**src/hef_pkg.sv**
```systemverilog
package hef_pkg;

  localparam int EP_W    = 3;
  localparam int SCORE_W = 11;
  localparam int RANK_W  = 8;
  localparam int CNT_W   = 4;
  localparam int STAT_W  = 3;
  localparam int HEV_W   = 2;

  // command codes
  localparam logic [1:0] CMD_BEGIN   = 2'd0;
  localparam logic [1:0] CMD_OUTCOME = 2'd1;
  localparam logic [1:0] CMD_RANK    = 2'd2;

  // result status codes
  localparam logic [STAT_W-1:0] ST_TRY       = 3'd0;
  localparam logic [STAT_W-1:0] ST_SERVED    = 3'd1;
  localparam logic [STAT_W-1:0] ST_EXHAUSTED = 3'd2;
  localparam logic [STAT_W-1:0] ST_RANK      = 3'd3;
  localparam logic [STAT_W-1:0] ST_ERROR     = 3'd4;

  // health events
  localparam logic [HEV_W-1:0] HEV_NONE      = 2'd0;
  localparam logic [HEV_W-1:0] HEV_DEGRADED  = 2'd1;
  localparam logic [HEV_W-1:0] HEV_RECOVERED = 2'd2;

  // configuration register indexes
  localparam logic CFG_FORCE = 1'b0;
  localparam logic CFG_COUNT = 1'b1;

  localparam logic [SCORE_W-1:0] SCORE_MAX = 11'd2047;
  localparam logic [SCORE_W-1:0] BAND      = 11'd128;
  localparam logic [SCORE_W:0]   FAIL_ADD  = 12'd256;

  typedef struct packed {
    logic latch;
    logic err;
    logic rank_wr;
    logic update;
    logic scan_start;
    logic scan_step;
    logic resolve;
    logic out_load;
  } ctl_cmd_t;

  typedef struct packed {
    logic [1:0] cmd;
    logic       open;
    logic       fail_go;
    logic       scan_last;
    logic       out_free;
  } ctl_stat_t;

endpackage

```
**src/hef_controller.sv**
```systemverilog
module hef_controller (
  input  logic               clk,
  input  logic               rst,
  input  logic               in_valid,
  output logic               in_ready,
  input  hef_pkg::ctl_stat_t stat,
  output hef_pkg::ctl_cmd_t  ctl
);

  typedef enum logic [5:0] {
    S_IDLE     = 6'b000001,
    S_DISPATCH = 6'b000010,
    S_SCAN     = 6'b000100,
    S_DRAIN    = 6'b001000,
    S_RESOLVE  = 6'b010000,
    S_FINISH   = 6'b100000
  } state_t;

  state_t state;
  state_t state_next;

  assign in_ready = (state == S_IDLE);

  always_comb begin
    state_next = state;
    ctl = '0;
    unique case (state)
      S_IDLE: begin
        if (in_valid) begin
          ctl.latch  = 1'b1;
          state_next = S_DISPATCH;
        end
      end
      S_DISPATCH: begin
        if (stat.cmd == hef_pkg::CMD_RANK) begin
          ctl.rank_wr = 1'b1;
          state_next  = S_FINISH;
        end else if (stat.cmd == hef_pkg::CMD_BEGIN && !stat.open) begin
          ctl.scan_start = 1'b1;
          state_next     = S_SCAN;
        end else if (stat.cmd == hef_pkg::CMD_OUTCOME && stat.open) begin
          ctl.update = 1'b1;
          if (stat.fail_go) begin
            ctl.scan_start = 1'b1;
            state_next     = S_SCAN;
          end else begin
            state_next = S_FINISH;
          end
        end else begin
          ctl.err    = 1'b1;
          state_next = S_FINISH;
        end
      end
      S_SCAN: begin
        ctl.scan_step = 1'b1;
        if (stat.scan_last) state_next = S_DRAIN;
      end
      S_DRAIN: begin
        state_next = S_RESOLVE;
      end
      S_RESOLVE: begin
        ctl.resolve = 1'b1;
        state_next  = S_FINISH;
      end
      S_FINISH: begin
        if (stat.out_free) begin
          ctl.out_load = 1'b1;
          state_next   = S_IDLE;
        end
      end
      default: begin
        state_next = S_IDLE;
      end
    endcase
  end

  always_ff @(posedge clk) begin
    if (rst) state <= S_IDLE;
    else state <= state_next;
  end

endmodule

```
**src/hef_datapath.sv**
```systemverilog
module hef_datapath #(
  parameter int DEPTH       = 8,
  parameter int RANK_WEIGHT = 4096
) (
  input  logic                          clk,
  input  logic                          rst,
  input  logic                          cfg_write,
  input  logic                          cfg_index,
  input  logic [hef_pkg::CNT_W-1:0]     cfg_data,
  input  logic [1:0]                    command,
  input  logic                          attempt_ok,
  input  logic [hef_pkg::EP_W-1:0]      target_endpoint,
  input  logic [hef_pkg::RANK_W-1:0]    rank_value,
  input  hef_pkg::ctl_cmd_t             ctl,
  output hef_pkg::ctl_stat_t            stat,
  output logic                          out_valid,
  input  logic                          out_ready,
  output logic [hef_pkg::STAT_W-1:0]    status,
  output logic [hef_pkg::EP_W-1:0]      endpoint,
  output logic                          probe_taken,
  output logic                          failover_taken,
  output logic                          served_by_non_primary,
  output logic [hef_pkg::HEV_W-1:0]     health_event,
  output logic [hef_pkg::EP_W-1:0]      health_endpoint
);

  localparam int IDX_W = (DEPTH > 1) ? $clog2(DEPTH) : 1;
  localparam int EFF_W = $clog2(255 * RANK_WEIGHT + 2048);
  localparam int SW    = hef_pkg::SCORE_W;
  localparam int RW    = hef_pkg::RANK_W;
  localparam int EW    = hef_pkg::EP_W;
  localparam int CW    = hef_pkg::CNT_W;

  // configuration
  logic          pin_primary;
  logic [CW-1:0] endpoint_count;

  // latched item
  logic [1:0]    cmd_q;
  logic          ok_q;
  logic [EW-1:0] tgt_q;
  logic [RW-1:0] rv_q;

  logic [SW-1:0] score [DEPTH];
  logic [RW-1:0] rank  [DEPTH];

  logic          request_open;
  logic          attempt_number;
  logic [1:0]    probe_counter;
  logic [EW-1:0] current_endpoint;
  logic [EW-1:0] first_endpoint;

  // scan and compare stage
  logic [IDX_W-1:0] scan_idx;
  logic             skip_en;
  logic             p_vld;
  logic             p_take;
  logic [IDX_W-1:0] p_idx;
  logic [EFF_W-1:0] p_eff;
  logic [RW-1:0]    p_rank;
  logic [SW-1:0]    p_score;
  logic             have_best;
  logic [IDX_W-1:0] best_idx;
  logic [EFF_W-1:0] best_eff;
  logic [IDX_W-1:0] pref_idx;
  logic [RW-1:0]    pref_rank;
  logic [SW-1:0]    pref_score;

  // result under construction
  logic [hef_pkg::STAT_W-1:0] res_status;
  logic [EW-1:0]              res_endpoint;
  logic                       res_probe;
  logic                       res_fail;
  logic                       res_nonprim;
  logic [hef_pkg::HEV_W-1:0]  res_hev;
  logic [EW-1:0]              res_hend;

  logic [CW-1:0]    n_act;
  logic [IDX_W-1:0] rd_addr;
  logic [SW-1:0]    rd_score;
  logic [RW-1:0]    rd_rank;
  logic             cur_in;
  logic             tgt_in;
  logic [SW+2:0]    was7;
  logic [SW:0]      sum;
  logic [SW-1:0]    now_score;
  logic             went_bad;
  logic             went_good;
  logic             fail_go;
  logic [1:0]       pc_inc;
  logic             multi;
  logic             probe_hit;
  logic [IDX_W-1:0] ep_begin;

  always_comb begin
    if (endpoint_count == '0) n_act = CW'(1);
    else if (endpoint_count > CW'(DEPTH)) n_act = CW'(DEPTH);
    else n_act = endpoint_count;
  end

  assign rd_addr  = ctl.update ? current_endpoint[IDX_W-1:0] : scan_idx;
  assign rd_score = score[rd_addr];
  assign rd_rank  = rank[rd_addr];
  assign cur_in   = ({1'b0, current_endpoint} < CW'(DEPTH));
  assign tgt_in   = ({1'b0, tgt_q} < CW'(DEPTH));

  // score * 7 / 8, plus the failure penalty, saturated
  assign was7      = ({3'b000, rd_score} << 3) - {3'b000, rd_score};
  assign sum       = {1'b0, was7[SW+2:3]} + (ok_q ? '0 : hef_pkg::FAIL_ADD);
  assign now_score = (sum > {1'b0, hef_pkg::SCORE_MAX}) ? hef_pkg::SCORE_MAX : sum[SW-1:0];
  assign went_bad  = !ok_q && rd_score < hef_pkg::BAND && now_score >= hef_pkg::BAND;
  assign went_good = ok_q && rd_score >= hef_pkg::BAND && now_score < hef_pkg::BAND;

  assign fail_go = !ok_q && !attempt_number && n_act >= CW'(2) && !pin_primary;

  // begin: score pick, or the rank-preferred endpoint when pinned or on a probe turn
  assign pc_inc    = probe_counter + 2'd1;
  assign multi     = !pin_primary && n_act > CW'(1);
  assign probe_hit = multi && pc_inc == 2'd0 && pref_score != '0;
  assign ep_begin  = (pin_primary || probe_hit) ? pref_idx : best_idx;

  assign stat.cmd       = cmd_q;
  assign stat.open      = request_open;
  assign stat.fail_go   = fail_go;
  assign stat.scan_last = ({{(CW-IDX_W){1'b0}}, scan_idx} == n_act - CW'(1));
  assign stat.out_free  = !out_valid || out_ready;

  always_ff @(posedge clk) begin
    if (rst) begin
      pin_primary    <= 1'b0;
      endpoint_count <= CW'(1);
    end else if (cfg_write) begin
      if (cfg_index == hef_pkg::CFG_FORCE) pin_primary <= cfg_data[0];
      else endpoint_count <= cfg_data;
    end
  end

  always_ff @(posedge clk) begin
    if (ctl.latch) begin
      cmd_q <= command;
      ok_q  <= attempt_ok;
      tgt_q <= target_endpoint;
      rv_q  <= rank_value;
    end
  end

  always_ff @(posedge clk) begin
    if (rst) begin
      for (int i = 0; i < DEPTH; i++) begin
        score[i] <= '0;
        rank[i]  <= '0;
      end
    end else begin
      if (ctl.update && cur_in) score[current_endpoint[IDX_W-1:0]] <= now_score;
      if (ctl.rank_wr && tgt_in) rank[tgt_q[IDX_W-1:0]] <= rv_q;
    end
  end

  // scan: one entry a cycle into the effective-score register, compare next cycle
  always_ff @(posedge clk) begin
    if (rst) begin
      p_vld     <= 1'b0;
      have_best <= 1'b0;
    end else begin
      p_vld <= ctl.scan_step;
      if (ctl.scan_start) begin
        have_best <= 1'b0;
      end else if (p_vld && p_take && (!have_best || p_eff < best_eff)) begin
        have_best <= 1'b1;
      end
    end
  end

  always_ff @(posedge clk) begin
    if (ctl.scan_start) begin
      scan_idx <= '0;
      skip_en  <= (cmd_q == hef_pkg::CMD_OUTCOME);
    end else if (ctl.scan_step) begin
      scan_idx <= scan_idx + IDX_W'(1);
    end
    if (ctl.scan_step) begin
      p_idx   <= scan_idx;
      p_take  <= !(skip_en && EW'(scan_idx) == first_endpoint);
      p_eff   <= EFF_W'(rd_rank) * EFF_W'(RANK_WEIGHT) + EFF_W'(rd_score);
      p_rank  <= rd_rank;
      p_score <= rd_score;
    end
    if (p_vld) begin
      if (p_take && (!have_best || p_eff < best_eff)) begin
        best_idx <= p_idx;
        best_eff <= p_eff;
      end
      if (p_idx == '0 || p_rank < pref_rank) begin
        pref_idx   <= p_idx;
        pref_rank  <= p_rank;
        pref_score <= p_score;
      end
    end
  end

  always_ff @(posedge clk) begin
    if (rst) begin
      request_open     <= 1'b0;
      attempt_number   <= 1'b0;
      probe_counter    <= '0;
      current_endpoint <= '0;
      first_endpoint   <= '0;
    end else begin
      if (ctl.update && !fail_go) request_open <= 1'b0;
      if (ctl.resolve) begin
        if (cmd_q == hef_pkg::CMD_BEGIN) begin
          if (multi) probe_counter <= pc_inc;
          request_open     <= 1'b1;
          attempt_number   <= 1'b0;
          current_endpoint <= EW'(ep_begin);
          first_endpoint   <= EW'(ep_begin);
        end else begin
          attempt_number   <= 1'b1;
          current_endpoint <= EW'(best_idx);
        end
      end
    end
  end

  always_ff @(posedge clk) begin
    if (ctl.latch) begin
      res_status   <= hef_pkg::ST_ERROR;
      res_endpoint <= '0;
      res_probe    <= 1'b0;
      res_fail     <= 1'b0;
      res_nonprim  <= 1'b0;
      res_hev      <= hef_pkg::HEV_NONE;
      res_hend     <= '0;
    end
    if (ctl.err) res_status <= hef_pkg::ST_ERROR;
    if (ctl.rank_wr) begin
      res_status   <= hef_pkg::ST_RANK;
      res_endpoint <= tgt_q;
    end
    if (ctl.update) begin
      res_status   <= ok_q ? hef_pkg::ST_SERVED : hef_pkg::ST_EXHAUSTED;
      res_endpoint <= current_endpoint;
      res_nonprim  <= ok_q && current_endpoint != '0;
      if (cur_in && went_bad) begin
        res_hev  <= hef_pkg::HEV_DEGRADED;
        res_hend <= current_endpoint;
      end else if (cur_in && went_good) begin
        res_hev  <= hef_pkg::HEV_RECOVERED;
        res_hend <= current_endpoint;
      end
    end
    if (ctl.resolve) begin
      res_status <= hef_pkg::ST_TRY;
      if (cmd_q == hef_pkg::CMD_BEGIN) begin
        res_endpoint <= EW'(ep_begin);
        res_probe    <= probe_hit && pref_idx != best_idx;
      end else begin
        res_endpoint <= EW'(best_idx);
        res_fail     <= 1'b1;
      end
    end
  end

  // output register
  always_ff @(posedge clk) begin
    if (rst) begin
      out_valid <= 1'b0;
    end else if (ctl.out_load) begin
      out_valid <= 1'b1;
    end else if (out_ready) begin
      out_valid <= 1'b0;
    end
  end

  always_ff @(posedge clk) begin
    if (ctl.out_load) begin
      status                <= res_status;
      endpoint              <= res_endpoint;
      probe_taken           <= res_probe;
      failover_taken        <= res_fail;
      served_by_non_primary <= res_nonprim;
      health_event          <= res_hev;
      health_endpoint       <= res_hend;
    end
  end

endmodule

```
**src/health_scored_endpoint_failover.sv**
```systemverilog
// Endpoint selector with a rank and a decaying 11-bit failure score per endpoint.
// One item is taken at a time. Set-rank, served, exhausted and protocol-error
// items go from the dispatch state to the finish state, where the result is
// loaded for output; a begin, and a failed first attempt that names an
// alternate, pass through the scan, drain and resolve states first, because the
// selection walks the rank and score tables of the endpoints in use one entry
// per cycle through a single read port and a registered effective-score compare.
// The input is ready again in the cycle after the result is loaded. A finished
// result sits in the output register until its transfer; the next item can be
// taken meanwhile, and waits in the finish state until the register is free.
// Configuration writes take effect at once and belong in idle periods only.
module health_scored_endpoint_failover #(
  parameter int MAX_ENDPOINTS = 8,
  parameter int RANK_WEIGHT   = 4096
) (
  input  logic                       clk,
  input  logic                       rst,
  input  logic                       cfg_write,
  input  logic                       cfg_index,
  input  logic [hef_pkg::CNT_W-1:0]  cfg_data,
  input  logic                       in_valid,
  output logic                       in_ready,
  input  logic [1:0]                 command,
  input  logic                       attempt_ok,
  input  logic [hef_pkg::EP_W-1:0]   target_endpoint,
  input  logic [hef_pkg::RANK_W-1:0] rank_value,
  output logic                       out_valid,
  input  logic                       out_ready,
  output logic [hef_pkg::STAT_W-1:0] status,
  output logic [hef_pkg::EP_W-1:0]   endpoint,
  output logic                       probe_taken,
  output logic                       failover_taken,
  output logic                       served_by_non_primary,
  output logic [hef_pkg::HEV_W-1:0]  health_event,
  output logic [hef_pkg::EP_W-1:0]   health_endpoint
);

  // endpoint indexes are three bits wide, so at most eight entries are stored
  localparam int DEPTH = (MAX_ENDPOINTS < 8) ? MAX_ENDPOINTS : 8;

  hef_pkg::ctl_cmd_t  ctl;
  hef_pkg::ctl_stat_t stat;

  hef_controller u_ctrl (
    .clk      (clk),
    .rst      (rst),
    .in_valid (in_valid),
    .in_ready (in_ready),
    .stat     (stat),
    .ctl      (ctl)
  );

  hef_datapath #(
    .DEPTH       (DEPTH),
    .RANK_WEIGHT (RANK_WEIGHT)
  ) u_dp (
    .clk                   (clk),
    .rst                   (rst),
    .cfg_write             (cfg_write),
    .cfg_index             (cfg_index),
    .cfg_data              (cfg_data),
    .command               (command),
    .attempt_ok            (attempt_ok),
    .target_endpoint       (target_endpoint),
    .rank_value            (rank_value),
    .ctl                   (ctl),
    .stat                  (stat),
    .out_valid             (out_valid),
    .out_ready             (out_ready),
    .status                (status),
    .endpoint              (endpoint),
    .probe_taken           (probe_taken),
    .failover_taken        (failover_taken),
    .served_by_non_primary (served_by_non_primary),
    .health_event          (health_event),
    .health_endpoint       (health_endpoint)
  );

endmodule

```
**config.mk**
```make
export PLATFORM = sky130hd
export DESIGN_NAME = health_scored_endpoint_failover
export DESIGN_NICKNAME = d
export VERILOG_FILES = /design/src/hef_pkg.sv /design/src/hef_controller.sv /design/src/hef_datapath.sv /design/src/health_scored_endpoint_failover.sv
export SDC_FILE = /design/constraint.sdc
export NUM_CORES = 1
export LEC_CHECK = 0
export BUFFER_PORTS_ARGS = -buffer_cell sky130_fd_sc_hd__buf_2
export CAP_MARGIN = 20
export CORE_ASPECT_RATIO = 0.8
export CORE_UTILIZATION = 50
export CTS_CLUSTER_DIAMETER = 30
export DETAILED_ROUTE_END_ITERATION = 16
export PLACE_DENSITY = 0.76
export SETUP_SLACK_MARGIN = 0.05
export SYNTH_ARGS = -nofsm -noshare
export SYNTH_HDL_FRONTEND = slang
export SYNTH_SLANG_ARGS = --single-unit
```
**constraint.sdc**
```tcl
create_clock -name clk -period 7.4 [get_ports clk]
set_clock_uncertainty 0.2 [all_clocks]
set_input_delay 0.37 -clock clk [delete_from_list [all_inputs] [get_ports clk]]
set_output_delay 0.37 -clock clk [all_outputs]
set_load 0.01 [all_outputs]
```
Yosys cells after proc, flatten, opt, wreduce, memory -nomap -nowiden
Memory sizes are Yosys's and may differ from the RTL's.
Index checks and enable logic that the tools add are counted.
Widths: inputs -> output; s select.

word-level totals
  bits of input ports = 24
  logic and storage cells = 201
  memory bits (writable) = 152
  flip-flop bits (word level) = 158
  memories = 2
  output and inout port bits = 16

memory list
  memory      depth  bits a word  read ports  clocked after memory_dff  wr ports  line                RTL
  u_dp.score  8      11           1           0                         8         hef_datapath.sv:44  logic [SW-1:0] score [DEPTH];
  u_dp.rank   8      8            1           0                         8         hef_datapath.sv:45  logic [RW-1:0] rank [DEPTH];

cells by class
  equal/unequal tests = 14
  add/subtract/negate cells = 6
  mux-type cells = 76
  magnitude comparators = 10
  reductions and logical operators = 51
  bitwise logic cells = 1

operators with widths
  kind                  count
  $mux 3                17
  $mux 6                7
  $mux 1                37
  $pmux 6 s6            1
  $ge 11x8->1 const B   2
  $lt 11x8->1 const B   2
  $mux 11               2
  $add 20x11->20        1
  $lt 20x20->1          1
  $logic_and 1x1->1     19
  $mux 2                7
  $sub 14x11->14        1
  $add 11x12->12        1
  $gt 12x11->1 const B  1
  $mux 4                3
  $reduce_bool 11->1    1
  $reduce_or 11->1      1
  $reduce_and 2->1      5
  $mux 9                1
  $logic_not 1->1       8
  $lt 8x8->1            1
  $mux 8                1
  $reduce_bool 4->1     2
  $reduce_or 8->1       1
  other kinds (27)      35

Depth between registers and ports, before layout
Gate-level depths: netlist (run 1).
An unclocked memory read counts as a cell.

  depth in word-level cells = 22
  mapped depth = 30
  depth with buffers taken out = 26

Modules after synthesis
From an unflattened synthesis (run 1), not the netlist that was laid out.

second synthesis, totals
  cells, all modules = 1163
  area, all modules = 13456.7 sq um

by module, submodules not included
  module          sequential area each (sq um)  cells an instance  area an instance (sq um)  instances
  hef_datapath    8187.9                        1107               13037.5                   1
  hef_controller  120.1                         56                 419.2                     1

Worst setup path after synthesis (run 1)
OpenSTA, ideal clock, no wires.

  path type = register to register
  start point = register u_ctrl.state[2]
  end point = register u_dp.res_hend[0]
  buffers on the path = 4
  slack = 1.570 ns
  library setup time = 0.122 ns
  data arrival time = 5.508 ns
  clock period less this slack = 5.830 ns
  required time = 7.078 ns
  stages on the path, launching flop included = 29
  path through = dfxtp_1 > buf_2 > nor4_4 > nand4_2 > buf_6 > mux2i_1 > clkbuf_1 > buf_1 > nand2_1 > nand3_1 > nand2_1 > o21a_1 > inv_1 > ha_1 > nand4_1 > inv_1 > nand3_1 > nor2b_1 > a21oi_1 > o311ai_4 > nand2_1 > ha_1 > inv_1 > or3_1 > mux2i_2 > nor2_8 > nand3_2 > mux2_4 > mux2i_1

on the way
  word-level cells in the longest chain between the ends = 13
  elaborated cells between the ends (all ways) = 22
  classes of those cells = add/sub: 2; order compare: 5; eq/ne: 2; mux: 8; reduce/logical: 4; memory: 1

RTL lines
  what                        line                  RTL
  start: declaration          hef_controller.sv:19  state_t state;
  start signal: assignment    hef_controller.sv:79  else state <= state_next;
  $eq 6x2->1 *                hef_controller.sv:27  unique case (state)
  $mux 4 *                    hef_controller.sv:27
  $mux 3 *                    hef_datapath.sv:101   assign rd_addr = ctl.update ? current_endpoint[IDX_W-1:0] : scan_idx;
  $mem_v2 8x11 *              --
  named net u_dp.rd_score[5]  hef_datapath.sv:80    logic [SW-1:0] rd_score;
  $sub 14x11->14              hef_datapath.sv:108   assign was7 = ({3'b000, rd_score} << 3) - {3'b000, rd_score};
  $add 11x12->12              hef_datapath.sv:109   assign sum = {1'b0, was7[SW+2:3]} + (ok_q ? '0 : hef_pkg::FAIL_ADD);
  $gt 12x11->1                hef_datapath.sv:110   assign now_score = (sum > {1'b0, hef_pkg::SCORE_MAX}) ? hef_pkg::SCORE_MAX : sum[SW-1:0];
  $mux 11                     hef_datapath.sv:110
  $lt 11x8->1                 hef_datapath.sv:112   assign went_good = ok_q && rd_score >= hef_pkg::BAND && now_score < hef_pkg::BAND;
  $logic_and 1x1->1           hef_datapath.sv:112
  $mux 3                      hef_datapath.sv:247   end else if (cur_in && went_good) begin
  $mux 3 *                    hef_datapath.sv:244   if (cur_in && went_bad) begin
  $mux 3 *                    hef_datapath.sv:240   if (ctl.update) begin
  end signal: assignment      hef_datapath.sv:246   res_hend <= current_endpoint;
  end signal: assignment      hef_datapath.sv:249   res_hend <= current_endpoint;
  end: declaration            hef_datapath.sv:76    logic [EW-1:0] res_hend;

Mark *: on every way through the listed nets, which the timed path passes. The rest lies on a longest branch.
A chain may end at the register's enable or synchronous reset.

Worst setup path in the final report (run 1)
  start point = register u_dp.cmd_q[1]
  end point = register u_dp.res_hend[1]

on the way
  word-level cells in the longest chain between the ends = 17
  elaborated cells between the ends (all ways) = 26
  classes of those cells = add/sub: 2; order compare: 5; eq/ne: 2; mux: 9; reduce/logical: 7; memory: 1

RTL lines
  what                        line                  RTL
  start: declaration          hef_datapath.sv:39    logic [1:0] cmd_q;
  start signal: assignment    hef_datapath.sv:140   cmd_q <= command;
  $eq 2x1->1                  hef_controller.sv:41  end else if (stat.cmd == hef_pkg::CMD_OUTCOME && stat.open) begin
  $logic_and 1x1->1           hef_controller.sv:41
  $mux 2                      hef_controller.sv:41
  $mux 1                      hef_controller.sv:38  end else if (stat.cmd == hef_pkg::CMD_BEGIN && !stat.open) begin
  $mux 2 *                    hef_controller.sv:35  if (stat.cmd == hef_pkg::CMD_RANK) begin
  $mux 4 *                    hef_controller.sv:27
  $mux 3 *                    hef_datapath.sv:101
  $mem_v2 8x11 *              --
  named net u_dp.rd_score[3]  hef_datapath.sv:80
  [... 1 more ...]            --
  $add 11x12->12              hef_datapath.sv:109
  $gt 12x11->1                hef_datapath.sv:110
  $mux 11                     hef_datapath.sv:110
  $lt 11x8->1                 hef_datapath.sv:112
  $logic_and 1x1->1           hef_datapath.sv:112
  $mux 3                      hef_datapath.sv:247
  $mux 3 *                    hef_datapath.sv:244
  $mux 3 *                    hef_datapath.sv:240

Marked as above.

==> flow_summary.toml, run 1 <==
[sta]
period_needed_ns = 6.630
setup_violations = 0
whs_ns = 0.03191
finalSetupTns_ns = 0
tightest_slew_ns = 1.077
relSlewSlack_pct = 26.34
clock.fmax_mhz = 150.8
rsz0062_at_grt = "false"
hold_violations = 0
fin_crit_sh_pct = 89.60
maxSlewViolCount = 0

[setup_path]
worstReg2RegStart = "u_dp.cmd_q[1]"
critical_path_required_ns = 7.68
worst_path_largest_cell_delay_ns = 0.56
crit_path_end = "u_dp.res_hend[1]"
worstPathMaxFanout = 42
worstPathArrival_ns = 6.91
end_kind = "register"
crit_top_cell = "ha_1"
r2r_cells = 26
start_kind = "register"
r2r_end = "u_dp.res_hend[1]"
worstSetupPathType = "register to register"
crit_start = "u_dp.cmd_q[1]"
r2r_setup_slack_ns = 0.77
cp_slowest_cell = "mux2_2"

[global_routing]
antenna_found_initial = 2
grt_pass1_vias = 9063
grt_remaining_overflow = 0
grt_pass1_wl_mm = 49.54
grt_max_degree = 46
grt_usage_pct = 23.97

[power_and_ir_drop]
p_int_mw = 3.490
switchingPower_mw = 1.469
combinationalPowerShare_pct = 17.3
p_total_mw = 4.960
p_leak_nw = 6.066
irDropWorstVdd_v = 0.0002535
swShare_pct = 29.63
powerDensity_nw_per_um2 = 313.8
pwr-share-clk_pct = 45.1
seqPwrFrac_pct = 37.5

[floorplan]
ioPinCount = 40
start_util_pct = 50.82
num_rows = 53
die_w_um = 184.7
dieArea_um2 = 27350
die_y_um = 148.1
coreArea_um2 = 26260

[layout]
final_area_um2 = 15800
fin_nets = 1325
syn_to_final_growth_pct = 18.42
drive_above_1_share_pct = 12.76

[yosys]
yosys_warnings = 0
yosysSeqAreaShare_pct = 62.25
synthXorXnorAreaFrac_pct = 1.181
ys.flop_type = "edfxtp_1"
synth_cells = 1185
synth_top_family_by_area = "simple AND/OR/NAND/NOR gates"
synth_nets = 1249
synth_compound_gate_area_share_pct = 7.304
synth_area_um2 = 13350
synth_fa_ha_area_share_pct = 3.750
ys_async_sr_fraction_pct = 0
ys_ff_latch = 289
synthMuxAreaShare_pct = 1.959
synth-edff-count = 252
avgSynthCellArea_um2 = 11.26
synth.distinct_cells = 65
synthSimpleGateAreaFrac_pct = 20.07

[route]
firstDrtPassIters = 5
drt_iter0_markers = 1183
wirelength_mm = 32.52
post_drt_wl_per_cell_um = 19.59
vias = 9590
drc = 0
post_drt_via_cell_ratio = 5.777
drtAntennaViolNets = 0

[clock_tree]
cts_max_level = 2
clk_path_buf_depth = 3
cts_buffers = 48
cts_tree = "done"
root_buffer = "clkbuf_16"
cts.hold.buffers_added = 23
path_clk_slew_ns = 0.05
cts.sinks = 289
clk_latency_ns = 0.56
ctsResizeCount = 0
cts_setup_buffers = 0

[placement]
io_buffer_count = 39
placed_area_um2 = 13920
hpwl_mm = 21.33
gp_congestion = 0.9045

[run_status]
status = "finished clean"

[worst_hold_path]
min_from = "cfg_write"
worstHoldPathType = "primary input to register"

[flow_run]
cap_violations = 0
==> power by group through the flow <==
stage	clock network (mW)	registers, mW	logic [mW]
2_1_floorplan	0	1.87	0.593
3_3_place_gp	0	1.89	0.802
3_5_place_dp	0	1.89	0.820
4_1_cts	2.24	1.86	0.838
5_1_grt	2.32	1.86	0.921
6_report	2.24	1.86	0.859
==> cell families after synthesis <==
kind of cell,after synthesis
AND/OR/NAND/NOR,554
multiplexers,21
buffers and inverters,118
XOR/XNOR,18
adder cells (fa/ha/maj),40
AO/OA/AOI/OAI,145
flip-flops,289
==> cells in the final DEF (no fill, tap or decap), types with 16 or more instances in the layout <==
| cell type | Yosys | final |
|---|---|---|
| inv_1 | 66 | 66 |
| clkbuf_16 | 0 | 49 |
| nor2_1 | 126 | 126 |
| dlygate4sd3_1 | 0 | 23 |
| and2_1 | 71 | 71 |
| a21oi_1 | 28 | 28 |
| edfxtp_1 | 252 | 252 |
| ha_1 | 40 | 40 |
| dfxtp_1 | 37 | 37 |
| nand3_1 | 84 | 84 |
| nor3_1 | 16 | 16 |
| o211ai_1 | 17 | 17 |
| nand2_1 | 169 | 169 |
| o21ai_0 | 38 | 38 |
| buf_2 | 2 | 39 |
==> worst max-delay path, delay by kind of cell, from the launching register on <==
family                   cells  cell delay [ns]
adder cells (fa/ha/maj)      3             0.77
AO/OA/AOI/OAI                6             1.17
multiplexers                 4             1.25
flip-flops                   1             0.47
buffers and inverters        4             0.94
AND/OR/NAND/NOR              9             1.71
==> state kept, by name (all words and copies together), names as in the netlist, 3 cells and up <==
register and cells:
u_dp.res_status 3, u_dp.pref_rank 8, u_ctrl.state 6, u_dp.scan_idx 3, u_dp.p_score 10, u_dp.rv_q 8, u_dp.endpoint 3, u_dp.rank 64
u_dp.pref_score 11, u_dp.p_rank 8, u_dp.p_idx 3, u_dp.best_eff 19, u_dp.res_hend 3, u_dp.health_endpoint 3, u_dp.tgt_q 3, u_dp.endpoint_count 4
u_dp.score 88, u_dp.first_endpoint 3, u_dp.res_endpoint 3, u_dp.status 3, u_dp.pref_idx 3, u_dp.best_idx 3, u_dp.current_endpoint 3
==> per-stage QoR <==
stage               util [%]  cells  setup WS [ns]
floorplan                  -   1185          1.570
global placement       52.96   1543          1.178
detailed placement     52.99   1544         0.9696
CTS                    60.14   1657         0.8962
global route           60.18   1660         0.3855
finish                 60.18   1660         0.7698
==> cell usage after synthesis, types with 6 or more instances <==
master | instances | share of area [%]
ha_1 | 40 | 3.8
clkbuf_1 | 39 | 1.1
nor4_1 | 10 | 0.47
a21oi_1 | 28 | 1.1
nor3_1 | 16 | 0.60
nand3b_1 | 6 | 0.34
and2_1 | 71 | 3.3
dfxtp_1 | 37 | 5.6
nand2_1 | 169 | 4.8
xor2_1 | 6 | 0.39
o21ai_0 | 38 | 1.4
buf_1 | 7 | 0.20
o21a_1 | 12 | 0.68
inv_1 | 66 | 1.9
a211oi_1 | 10 | 0.56
or2_2 | 9 | 0.42
nor2b_1 | 12 | 0.56
nand2b_1 | 14 | 0.66
nor2_1 | 126 | 3.5
edfxtp_1 | 252 | 57
nand3_1 | 84 | 3.2
xnor2_1 | 12 | 0.79
mux2i_1 | 14 | 1.1
a21o_1 | 9 | 0.51
o211ai_1 | 17 | 0.96
nand4_1 | 9 | 0.42
nor3b_1 | 10 | 0.56
==> layout make-up <==
type                            count  area, um2
Clock buffer                       53       1241
Fill cell                        2033      10460
Tap cell                          357      446.7
Timing Repair Buffer               78      543.0
Clock inverter                     37      406.6
Sequential cell                   289       8308
Inverter                           66      247.7
Multi-Input combinational cell    778       4606
Antenna cell                        2      5.005
==> metal layers <==
layer / track usage [%] / wire [um]
met1: 33.05 / 13310
met2: 36.43 / 14540
met3: 5.999 / 3605
met4: 9.711 / 1062
met5: 0 / 0
==> how the worst min path moves through the flow <==
| stage | end | slack [ns] | cells past startpoint |
|---|---|---|---|
| after global placement | u_dp.endpoint[2] | 0.20 | 0 |
| after floorplan | u_dp.endpoint[0] | 0.20 | 0 |
| after CTS | u_dp.endpoint_count[0] | 0.02 | 3 |
| final | u_dp.endpoint_count[0] | 0.03 | 3 |
| after global routing | u_dp.endpoint_count[0] | 0.05 | 3 |
| after detailed placement | u_dp.endpoint[2] | 0.20 | 0 |
(Power assumes the default switching activity.)
==> run 2, diff against run 1 <==
Clock period 7.4 ns to 6.6 ns, I/O delays scaled along.
==> run 2 against run 1 <==
Effect of this change:
- critical endpoint is now u_dp.res_hend[2]
- core utilization rose by 0.56 points
- combinational power rose by 23%
- highest routed layer unchanged
- first-iteration DRC count fell by 27%
- hold slack better by 0.20 ns
- power increased by 13%
- via count decreased by 0.42%
- critical path depth decreased by 2
- flip-flop and latch count did not move
- sequential power rose by 12%
- die area unchanged
- critical path type unchanged
- final cell count rose by 0.90%
- wire length grew 2.1%
==> flow_summary.toml, run 2 (synthesis results as in run 1) <==
[run_status]
status = "finished clean"

[floorplan]
num_rows = 53
die_w_um = 184.7
die_y_um = 148.1
start_util_pct = 50.82
coreArea_um2 = 26260
ioPinCount = 40
dieArea_um2 = 27350

[setup_path]
critical_path_required_ns = 6.83
worstSetupPathType = "register to register"
worstPathArrival_ns = 6.25
crit_chain = "nor4_4 > nand4_4 > mux2i_4 > buf_4 > a211oi_1 > a211oi_1 > a31o_2 > inv_1 > ha_1 > nand4_1 > inv_1 > nand3_1 > nor2b_1 > a21oi_1 > o311ai_4 > nand2_1 > ha_1 > inv_1 > or3_1 > mux2i_2 > nor2_8 > nand3_2 > mux2_4 > mux2i_1"
crit_top_cell = "inv_1"
cp_slowest_cell = "nor4_4"
r2r_setup_slack_ns = 0.58
end_kind = "register"
worstPathMaxFanout = 34
start_kind = "register"
r2r_cells = 24
worstReg2RegStart = "u_ctrl.state[5]"
worst_path_largest_cell_delay_ns = 0.51
r2r_end = "u_dp.res_hend[2]"
critPathBufInv = 4
path_delay_family = "simple AND/OR/NAND/NOR gates"

[sta]
rsz0062_at_grt = "false"
period_needed_ns = 6.022
setup_violations = 0
hold_violations = 0
finalSetupTns_ns = 0
clock.fmax_mhz = 166.0
maxSlewViolCount = 0
whs_ns = 0.2273
relSlewSlack_pct = 31.07
fin_crit_sh_pct = 91.25
tightest_slew_ns = 1.032

[layout]
largest_reg_flops = 88
fin_nets = 1345
utilization_pct = 60.74
final_common_cell = "edfxtp_1"
drive_above_1_share_pct = 13.59
largest-register = "u_dp.score"
final_cell_mix = "edfxtp_1 (252), nand2_1 (169), nor2_1 (126)"
reg.largest.list = "u_dp.score x88, u_dp.rank x64, u_dp.best_eff x19"
syn_to_final_growth_pct = 19.52

[power_and_ir_drop]
powerDensity_nw_per_um2 = 351.8
combinationalPowerShare_pct = 18.9
irDropWorstVdd_v = 0.0002953
p_leak_nw = 6.151
swShare_pct = 29.58
seqPwrFrac_pct = 37.2
p_int_mw = 3.951
switchingPower_mw = 1.660
pwr-share-clk_pct = 43.9

[route]
drt_iter0_markers = 858
wirelength_mm = 33.22
post_drt_via_cell_ratio = 5.701
post_drt_wl_per_cell_um = 19.83
firstDrtPassIters = 5
drc = 0
drtAntennaViolNets = 0
vias = 9550

[clock_tree]
cts_buffers = 45
cts_tree = "done"
clk_latency_ns = 0.56
clk_path_buf_depth = 3
root_buffer = "clkbuf_16"
cts.sinks = 289
cts_max_level = 2
path_clk_slew_ns = 0.05

[global_routing]
grt_usage_pct = 24.97
grt_remaining_overflow = 0
grt_max_degree = 46
grt_pass1_wl_mm = 51.38
antenna_found_initial = 1
grt_pass1_vias = 9463

[placement]
hpwl_mm = 21.55
gp_congestion = 0.9187
io_buffer_count = 39

[worst_hold_path]
worstHoldPathType = "register to register"
whs_endpoint = "u_dp.endpoint[2]"
hold_depth = 0
min_from = "u_dp.res_endpoint[2]"

[flow_run]
cap_violations = 0
==> run 2: cell count changes in the layout (fill, tap and decap cells not counted), sizes merged, moves of 4 or more <==
cell and delta:
buf +17, clkbuf -5, clkinv -4, dlygate4sd3 +7
==> run 2: final cells by class <==
class / count / area [um2]
fill: 2060 / 10310
multi-input combinational: 778 / 4621
sequential: 289 / 8308
antenna: 1 / 2.502
clock inverter: 34 / 426.7
timing repair buffer: 101 / 735.7
inverter: 66 / 247.7
tap: 357 / 446.7
clock buffer: 49 / 1162
==> run 2: what timing repair did <==
item | in CTS | in global routing
setup buffers | 0 | 0
endpoints found under the hold margin | 21 | 0
hold buffers | 30 | 0
setup endpoints to repair | 0 | 85
resized for setup | 0 | 3
==> run 2: power groups by stage <==
| stage | clock network, mW | registers (mW) | logic [mW] |
|---|---|---|---|
| after floorplan | 0 | 2.10 | 0.665 |
| after global placement | 0 | 2.12 | 0.999 |
| after detailed placement | 0 | 2.12 | 1.02 |
| after CTS | 2.48 | 2.08 | 1.04 |
| after global routing | 2.56 | 2.09 | 1.15 |
| final | 2.46 | 2.09 | 1.06 |
==> run 2: per-layer routing <==
metal / vias up / track usage [%] / share of wire [%]
li1: 4429 / - / -
met1: 4584 / 33.47 / 42
met2: 450 / 38.28 / 46
met3: 87 / 5.828 / 8.8
met4: 0 / 12.52 / 3.9
met5: - / 0 / 0
==> run 2: per-stage QoR <==
| stage | std cells | power [mW] | worst slack [ns] | area [um2] |
|---|---|---|---|---|
| 4_1_cts | 1674 | 5.608 | 0.3760 | 15930 |
| 5_1_grt | 1675 | 5.792 | 0.1243 | 15950 |
| 2_1_floorplan | 1185 | 2.761 | 0.7699 | 13350 |
| 6_report | 1675 | 5.611 | 0.5777 | 15950 |
| 3_3_place_gp | 1560 | 3.118 | 0.6271 | 14040 |
| 3_5_place_dp | 1561 | 3.136 | 0.4535 | 14040 |
==> run 2: worst max path at each step <==
stage                               start               end  slack [ns]  cells after the start
final                     u_ctrl.state[5]  u_dp.res_hend[2]        0.58                     24
after global routing      u_ctrl.state[1]  u_dp.res_hend[1]        0.12                     25
after CTS                   u_dp.cmd_q[1]  u_dp.res_hend[0]        0.38                     25
after detailed placement    u_dp.cmd_q[1]  u_dp.res_hend[0]        0.45                     25
after global placement      u_dp.cmd_q[1]  u_dp.res_hend[0]        0.63                     25
after floorplan           u_ctrl.state[2]  u_dp.res_hend[0]        0.77                     28
==> run 3, diff against run 2 <==
Settings changed: SYNTH_HIERARCHICAL set to 1.
==> run 3 against run 2 <==
Effect of this change:
- power shrank 15%
- sequential share of layout area about the same
- sequential power is essentially flat
- fmax down 2.2%
- critical endpoint is now u_dp/res_hend[2]
- highest routed layer unchanged
- hold slack worse by 0.19 ns
- clock power shrank 3%
- global-route usage shrank 1.3 points
- wire length is 4.3% lower
- setup slack lost 0.13 ns
- synthesized cell count shrank 1.9%
- critical path type unchanged
==> flow_summary.toml, run 3 <==
[floorplan]
die_w_um = 185.4
ioPinCount = 40
die_y_um = 148.7
start_util_pct = 51.11
num_rows = 53
dieArea_um2 = 27580
coreArea_um2 = 26330

[layout]
largest_reg_flops = 88
multi_input_area_um2 = 4783
reg.largest.list = "u_dp/score x88, u_dp/rank x64, u_dp/best_eff x19"
fin_nets = 1321
syn_to_final_growth_pct = 18.62
final_cell_mix = "edfxtp_1 (252), nand2_1 (140), nor2_1 (131)"
final_common_cell = "edfxtp_1"
antenna_cells = 0
drive_above_1_share_pct = 14.52
fillers = 1991
final_area_um2 = 15960
largest-register = "u_dp/score"
ff_latch_area_um2 = 8308

[clock_tree]
cts_tree = "done"
root_buffer = "clkbuf_16"
cts_max_level = 2
path_clk_slew_ns = 0.06
clk_path_buf_depth = 3
cts_buffers = 47
clk_latency_ns = 0.54
cts.sinks = 289

[power_and_ir_drop]
pwr-share-clk_pct = 50.1
seqPwrFrac_pct = 43.4
p_leak_nw = 6.126
p_int_mw = 3.613
p_total_mw = 4.764
switchingPower_mw = 1.151
irDropWorstVdd_v = 0.0002131
swShare_pct = 24.16
powerDensity_nw_per_um2 = 298.4
combinationalPowerShare_pct = 6.5

[global_routing]
grt_max_degree = 45
grt_remaining_overflow = 0
antenna_found_initial = 0
grt_usage_pct = 23.63
grt_pass1_vias = 9185
grt_pass1_wl_mm = 49.47

[yosys]
synth_top_area_share_pct = 56.23
ys_async_sr_fraction_pct = 0
synth_cells = 1163
post-synth-top-count-cell = "edfxtp_1"
synth_nets = 1227
yosysSeqAreaShare_pct = 61.74
synth_common_cells = "edfxtp_1 (252), nand2_1 (140), nor2_1 (134)"
ys.flop_type = "edfxtp_1"
avgSynthCellArea_um2 = 11.57
ys_ff_latch = 289
yosys_warnings = 6
synth.distinct_cells = 70
synthTopCellsByArea = "edfxtp_1 (56%), dfxtp_1 (5.5%), nand2_1 (3.9%)"
yosys.area.top_type = "edfxtp_1"
synth-edff-count = 252
synth_area_um2 = 13460

[setup_path]
worstReg2RegStart = "u_dp/cmd_q[1]"
r2r_end = "u_dp/res_hend[2]"
worstPathMaxFanout = 31
crit_start = "u_dp/cmd_q[1]"
critical_path_required_ns = 6.83
worstPathArrival_ns = 6.39
end_kind = "register"
crit_path_end = "u_dp/res_hend[2]"
start_kind = "register"
worstSetupPathType = "register to register"
r2r_setup_slack_ns = 0.44
r2r_cells = 20

[route]
drt_iter0_markers = 944
post_drt_via_cell_ratio = 5.692
drc = 0
firstDrtPassIters = 5
drtAntennaViolNets = 0
wirelength_mm = 31.79
post_drt_wl_per_cell_um = 19.24
vias = 9403

[sta]
finalSetupTns_ns = 0
hold_violations = 0
tightest_slew_ns = 1.083
maxSlewViolCount = 0
fin_crit_sh_pct = 93.29
relSlewSlack_pct = 27.16
rsz0062_at_grt = "false"
setup_violations = 0
period_needed_ns = 6.157
clock.fmax_mhz = 162.4

[run_status]
status = "finished clean"

[flow_run]
cap_violations = 0

[worst_hold_path]
worstHoldPathType = "primary input to register"

[placement]
placed_area_um2 = 14040
hpwl_mm = 20.60
gp_congestion = 0.9138
io_buffer_count = 39
==> run 3: cell count changes after synthesis, sizes merged, moves of 13 or more <==
cell,previous run,this run
nand2,169,140
nand2b,14,39
nand3,85,60
nor2b,12,31
o211ai,17,2
inv,66,53
==> run 3: worst min path at each step <==
stage,depth (start not counted),to,from
final,4,u_dp/endpoint_count[1],cfg_index
after global routing,4,u_dp/endpoint_count[3],cfg_index
after CTS,4,u_dp/endpoint_count[1],cfg_index
after detailed placement,0,u_dp/served_by_non_primary,u_dp/res_nonprim
after global placement,0,u_dp/endpoint[2],u_dp/res_endpoint[2]
after floorplan,1,u_ctrl/state[5],rst
==> run 3: stage by stage <==
stage | setup slack, ns | instances | hold WS, ns | util, %
floorplan | 0.6814 | 1163 | 0.1994 | -
CTS | 0.1685 | 1643 | 0.01418 | 60.34
global placement | 0.3824 | 1529 | 0.2084 | 53.33
finish | 0.4427 | 1652 | 0.04023 | 60.63
global route | 0.09527 | 1652 | 0.05943 | 60.63
detailed placement | 0.2351 | 1529 | 0.2136 | 53.33
==> run 3: per-layer routing <==
layer  up-vias  GRT usage [%]  part of all wire (%)
met3        66          4.761                   9.9
li1       4339              -                     -
met4         0          9.215                   2.8
met1      4535          32.98                    42
met5         -              0                     0
met2       463          36.44                    46
==> run 3: critical path, stage by stage, from the launching register on <==
cell	delay (ns)
edfxtp_1	0.48
nor2b_1	0.22
nand2_1	0.12
nor2_4	0.26
mux2i_2	0.24
buf_4	0.38
mux4_2	0.58
mux2i_4	0.28
ha_1	0.35
a21o_1	0.20
a21o_1	0.20
a2111oi_2	0.45
a21oi_1	0.14
xnor2_1	0.15
ha_1	0.22
nand3_1	0.13
mux2i_4	0.14
a21oi_4	0.32
o2111a_4	0.33
mux2i_4	0.30
mux2_4	0.32
==> run 3: cells by family after synthesis <==
group / after synthesis / synth area share (%)
AO/OA/AOI/OAI: 150 / 7.569
XOR/XNOR: 20 / 1.302
adder cells (fa/ha/maj): 40 / 3.719
buffers and inverters: 99 / 2.957
flip-flops: 289 / 61.74
multiplexers: 33 / 3.459
AND/OR/NAND/NOR: 532 / 19.26
==> run 3: what timing repair did <==
item / 4_1_cts / 5_1_grt
endpoints found under the hold margin: 22 / 0
resized for setup: 0 / 4
buffers inserted: 0 / 6
endpoints found under the setup margin: 0 / 37
hold buffers: 27 / 0
==> run 3: layout make-up <==
class	count	area share [%]
repair buffers	91	4.068
inverters	53	1.246
clock buffers	49	7.548
multi-input cells	775	29.97
well taps	357	2.798
flip-flops and latches	289	52.05
clock inverters	38	2.328
==> run 3: power groups by stage <==
| stage | logic, mW | registers (mW) | clock network, mW |
|---|---|---|---|
| final | 0.312 | 2.07 | 2.39 |
| after global placement | 0.282 | 2.10 | 0 |
| after detailed placement | 0.287 | 2.10 | 0 |
| after CTS | 0.302 | 2.06 | 2.40 |
| after floorplan | 0.203 | 2.08 | 0 |
| after global routing | 0.333 | 2.07 | 2.49 |
